`src/ste_pkg.sv`:
```
// Shared types, sizes and codes for the sorted table engine.
// No dependencies; imported by every module of the block.
package ste_pkg;

    localparam int CAPACITY = 64;
    localparam int IDX_W    = $clog2(CAPACITY);
    localparam int CNT_W    = $clog2(CAPACITY + 1);

    typedef logic signed [31:0] t_entry;
    typedef logic [CNT_W-1:0]   t_count;
    typedef logic [IDX_W-1:0]   t_index;
    typedef logic [1:0]         t_op;
    typedef logic [1:0]         t_status;

    localparam t_op OP_INSERT = 2'd0;
    localparam t_op OP_DELETE = 2'd1;
    localparam t_op OP_SEARCH = 2'd2;
    localparam t_op OP_CLEAR  = 2'd3;

    localparam t_status ST_OK      = 2'd0;
    localparam t_status ST_FULL    = 2'd1;
    localparam t_status ST_MISSING = 2'd2;

    // per-cycle commands broadcast to every cell
    typedef struct packed {
        logic compare;
        logic shift_up;
        logic shift_down;
    } t_cell_ctl;

endpackage

```
`src/ste_cell.sv`:
```
// One table slot: holds an entry, compares it with the request value and
// moves data to or from its neighbors. Depends on ste_pkg.
module ste_cell
    import ste_pkg::*;
(
    input  logic      i_clk,
    input  t_cell_ctl i_ctl,
    input  logic      i_is_insert,
    input  t_entry    i_value,
    input  t_count    i_count,
    input  t_index    i_index,
    input  t_entry    i_prev_entry,
    input  logic      i_prev_lt,
    input  logic      i_prev_eq,
    input  t_entry    i_next_entry,
    output t_entry    o_entry,
    output logic      o_lt,
    output logic      o_eq,
    output logic      o_hit,
    output logic      o_tail
);

    t_entry r_entry;
    logic   r_lt;
    logic   r_eq;
    logic   w_active;

    assign w_active = t_count'(i_index) < i_count;
    assign o_tail   = (t_count'(i_index) + t_count'(1)) == i_count;

    always_ff @(posedge i_clk) begin
        if (i_ctl.compare) begin
            r_lt <= w_active && (r_entry < i_value);
            r_eq <= w_active && (r_entry == i_value);
        end
        // cells at or past the insert/delete point move; the rest hold
        if (i_ctl.shift_up && !r_lt) begin
            r_entry <= i_prev_lt ? i_value : i_prev_entry;
        end else if (i_ctl.shift_down && !r_lt) begin
            r_entry <= i_next_entry;
        end
    end

    // sorted table: smaller entries come first, equal ones are contiguous,
    // so the boundary is found from the left neighbor alone
    assign o_hit   = i_is_insert ? (!r_lt && i_prev_lt) : (r_eq && !i_prev_eq);
    assign o_entry = r_entry;
    assign o_lt    = r_lt;
    assign o_eq    = r_eq;

endmodule

```
`config.mk`:
```
export PLATFORM = sky130hd
export DESIGN_NAME = ste_cell
export DESIGN_NICKNAME = d
export VERILOG_FILES = /design/src/ste_pkg.sv /design/src/ste_cell.sv
export SDC_FILE = /design/constraint.sdc
export NUM_CORES = 1
export LEC_CHECK = 0
export BUFFER_PORTS_ARGS = -buffer_cell sky130_fd_sc_hd__buf_4
export CORE_MARGIN = 1
export CORE_UTILIZATION = 35
export CTS_BUF_LIST = sky130_fd_sc_hd__clkbuf_8
export DETAILED_ROUTE_END_ITERATION = 8
export PLACE_DENSITY = 0.77
export SLEW_MARGIN = 0
export SYNTH_ARGS = -nofsm -noshare
export SYNTH_HDL_FRONTEND = slang
export SYNTH_SLANG_ARGS = --single-unit
```
`constraint.sdc`:
```
create_clock -name i_clk -period 6.8 [get_ports i_clk]
set_input_delay 1.02 -clock i_clk [delete_from_list [all_inputs] [get_ports i_clk]]
set_output_delay 1.02 -clock i_clk [all_outputs]
set_load 0.005 [all_outputs]
```
; ---- Word level (Yosys, flattened, before mapping)
; Index checks and enable logic that the tools add are counted.
[classes]
add_sub_neg = 1
magnitude_cmp = 2
n_eq_ne = 2
muxes = 4
n_reduce_logical = 9
[ops]
columns = operator, n
row1 = $mux 32, 3
row2 = $eq 32x32->1, 1
row3 = $lt 32x32->1, 1
row4 = $add 6x1->7 const B, 1
row5 = $eq 7x7->1, 1
row6 = $lt 6x7->1, 1
row7 = $logic_and 1x1->1, 6
row8 = $logic_not 1->1, 2
row9 = $reduce_bool 2->1, 1
row10 = $mux 1, 1
[totals]
regBits = 34
output_inout_bits = 36
wordCells = 21

; ---- Depth between registers and ports, before layout
[logic_depth]
depth_word = 4
depth_mapped = 8
depth_no_buf = 8

; ---- Least setup slack after synthesis
; OpenSTA, ideal clock, no wires.
[synth_timing]
path_type = input to output
startpoint = input port i_index[0]
endpoint = output port o_tail
arrival_time_ps = 1934
setup_slack_ps = 3846
stages = 7
n_path_buf = 0
cell_sequence = ha_1 -> nand2_1 -> xnor2_1 -> o31a_1 -> o32ai_1 -> a21oi_1 -> nor2_1
[synth_between]
elab_chain_len = 2
[synth_lines]
columns = item, line_no
row1 = start: declaration, ste_cell.sv:11  ; input t_index i_index,
row2 = $add 6x1->7, ste_cell.sv:29  ; assign o_tail = (t_count'(i_index) + t_count'(1)) == i_count;
row3 = $eq 7x7->1, ste_cell.sv:29
row4 = end: declaration, ste_cell.sv:20  ; output logic o_tail
; Every way passes these cells.

; ---- Final worst setup path
; Same ends and word-level chain as after synthesis.

==> metrics.md <==
| Metric | Value |
|---|---|
| WL final | 7.39 mm |
| Final Cycle Share | 0.485 |
| Slew headroom | 0.315 |
| First-pass GRT wire length | 12.0 mm |
| Max-cap violation count | 0 |
| Cts hold-fix bufs | 0 |
| ANT cells | 0 |
| Synth warnings | 0 |
| Slew Limit Fails | 0 |
| Sequential area share after synthesis | 0.359 |
| Vias in the first global route | 2695 |
| Row count | 32 |
| Worst VDD drop | 0.0000930 V |
| Resized Gates After CTS | 0 |
| PwrDens | 167 nW/um^2 |
| Worst-path cell chain | buf_4 -> ha_1 -> nand2_1 -> xnor2_1 -> o31a_1 -> o32ai_1 -> a21oi_1 -> nor2_1 -> buf_4 |
| Max Clk Rate | 303 MHz |
| Die ar. | 8480 sq um |
| Hold Vio Cnt, Final | 0 |
| CTS Buffer Depth | 2 |
| Final setup violation count | 0 |
| Initial antenna violation count | 0 |
| DPL Wire Length | 5.97 mm |
| Syn Std Cell Area | 2840 sq um |
| Synth unique cells | 36 |
| DR vias | 2738 |
| Crit Path Class | input port to primary output |
| Worst Setup End Kind | primary output |
| Crit. Startpoint | i_index[0] |
| IO Port Bufs | 151 |
| Critical path peak fanout | 3 |
| First drt pass iteration count | 5 |
| Slowest CP cell | o31a_1 |
| Starting DRC count in detailed routing | 70 |
| Outcome | finished, final reports clean |
| CTS clk-pin slew, worst paths | 0.07 ns |
| Synth Instances | 310 |
| LEAKAGE | 2.09 nW |
| Crit path DAT | 2.28 ns |
| Core area | 7810 sq um |
| Die H | 92.1 um |
| Syn nets | 465 |
| CP max stage delay | 0.25 ns |
| Routed Antenna Nets | 0 |
| Most common cell after layout, fill and taps aside | buf_4 |
| Htree depth | 2 |
| Clock tree sinks | 34 |
| Wire per inst | 13.2 um |
| Via density per instance | 4.89 |
| Final Instance Count excl. Fillers | 560 |
| Die width | 92.1 um |
| CTS root buf | clkbuf_8 |
| Final setup skew | 0.00385 ns |
| Congestion Overflow GR | 0 |
| RSZ-0062 raised after global routing | no |
| Post CTS Setup Buffer Count | 0 |
| TritonCTS clock tree | done |
| Worst-Skew Late Latency | 0.28 ns |
| Worst setup SP type | input port |
| #FFs+latches synth | 34 |
| Largest net degree at the start of global routing | 65 |
| R2R Path Start | o_entry[5] |
| Cts bufs inserted | 5 |
| Mapped Avg Cell Area | 9.16 sq um |
| Layout cell share with drive strength beyond 1 | 0.352 |
| Most frequent cells in the layout | buf_4, nand2_1, inv_1, o21ai_0, ha_1 |
| Ports | 152 |
| Residual DRC | 0 |
| Required time of the worst setup path | 5.78 ns |
| Final net count | 612 |
| Worst Hold Class | flop to flop |
| Worst hold start | o_lt |
| Worst Tran Pin Value | 1.03 ns |
| GP Congestion | 0.857 |
| Tmin final | 3.30 ns |
| Total GRT Usage | 0.174 |
| TNS Setup | 0 ns |
| Dpl cells | 552 |
| Initial Util | 0.364 |
| Crit-path most repeated cell | buf_4 |
| Area Overhead vs Synth | 46.0% |
-- state kept, by name, indices dropped and copies added (netlist names) --
signal / count
o_lt: 1
o_entry: 32
o_eq: 1
-- stage by stage --
step	worst slack, ns	area, sq um	util	hold slack (ns)	power, mW
after floorplan	3.85	2840	-	0.852	0.418
after global placement	3.55	4070	0.521	0.839	0.546
after detailed placement	3.51	4070	0.521	0.845	0.554
after CTS	3.51	4150	0.531	0.864	0.701
after global routing	3.38	4150	0.531	0.903	0.743
final	3.50	4150	0.531	0.847	0.692
-- final timing paths --
check | end | slack [ns] | cells past startpoint
min reg2reg | o_entry[29] | 0.85 | 1
min | o_entry[29] | 0.85 | 1
max reg2reg | o_lt | 4.39 | 7
max | o_tail | 3.50 | 9
-- worst max-delay path: cells and delay by family --
kind,cells,cell delay (ns)
xor gates and xnor gates,1,0.08
AOI/OAI and AO/OA,3,0.50
adders and majority gates,1,0.21
and+or+nand+nor,2,0.23
buffers and inverters,2,0.23
-- final cells by class --
type / instances / area (sq um)
Clock buffer: 5 / 68.8
Clock inverter: 3 / 12.5
Fill cell: 753 / 3660
Inverter: 38 / 143
Multi-Input combinational cell: 227 / 1640
Sequential cell: 34 / 1020
Tap cell: 102 / 128
Timing Repair Buffer: 151 / 1130
-- per-layer routing --
metal | part of all wire | vias up | track usage
met5 | 0 | - | 0
met4 | 0.0065 | 0 | 0.0339
met3 | 0.061 | 7 | 0.0423
met2 | 0.51 | 96 | 0.313
met1 | 0.43 | 1231 | 0.211
li1 | - | 1404 | -
-- kinds of logic after synthesis --
group	count (synthesis)	synth area share
simple gates	81	0.133
compound gates	70	0.142
buf+inv	49	0.0661
fa+ha+maj	39	0.172
flops	34	0.359
mux	32	0.113
xor+xnor	5	0.0154
-- synthesized netlist by cell type --
cell | number | area share
and3_1 | 1 | 0.0022
nor4b_1 | 1 | 0.0031
inv_1 | 38 | 0.050
nor3_1 | 2 | 0.0035
nand3b_1 | 1 | 0.0026
mux2i_1 | 32 | 0.11
a21oi_1 | 14 | 0.025
o21ai_0 | 39 | 0.069
clkbuf_1 | 8 | 0.011
nor2_1 | 11 | 0.015
a21oi_2 | 1 | 0.0031
or4_1 | 1 | 0.0026
nand2b_1 | 2 | 0.0044
o31a_1 | 2 | 0.0062
o311ai_0 | 1 | 0.0031
o32ai_1 | 1 | 0.0031
nor2b_1 | 3 | 0.0066
and4_2 | 1 | 0.0035
a211oi_1 | 3 | 0.0079
o21a_1 | 1 | 0.0026
nand4_1 | 7 | 0.015
nand3_1 | 3 | 0.0053
nor4_1 | 1 | 0.0022
o211ai_1 | 4 | 0.011
edfxtp_1 | 34 | 0.36
buf_2 | 3 | 0.0053
nand2_1 | 44 | 0.058
a221oi_1 | 1 | 0.0031
xnor2_1 | 3 | 0.0093
and4_1 | 2 | 0.0062
ha_1 | 39 | 0.17
a311o_1 | 1 | 0.0035
xor2_1 | 2 | 0.0062
o31ai_1 | 1 | 0.0026
and2_1 | 1 | 0.0022
a21o_1 | 1 | 0.0026
-- power by group --
| part | switching (mW) | leakage (nW) | internal [mW] | total [mW] |
|---|---|---|---|---|
| logic | 0.120 | 1.72 | 0.136 | 0.256 |
| registers | 0.0169 | 0.330 | 0.273 | 0.290 |
| clock network | 0.0770 | 0.0468 | 0.0690 | 0.146 |
(Power assumes the default switching activity.)
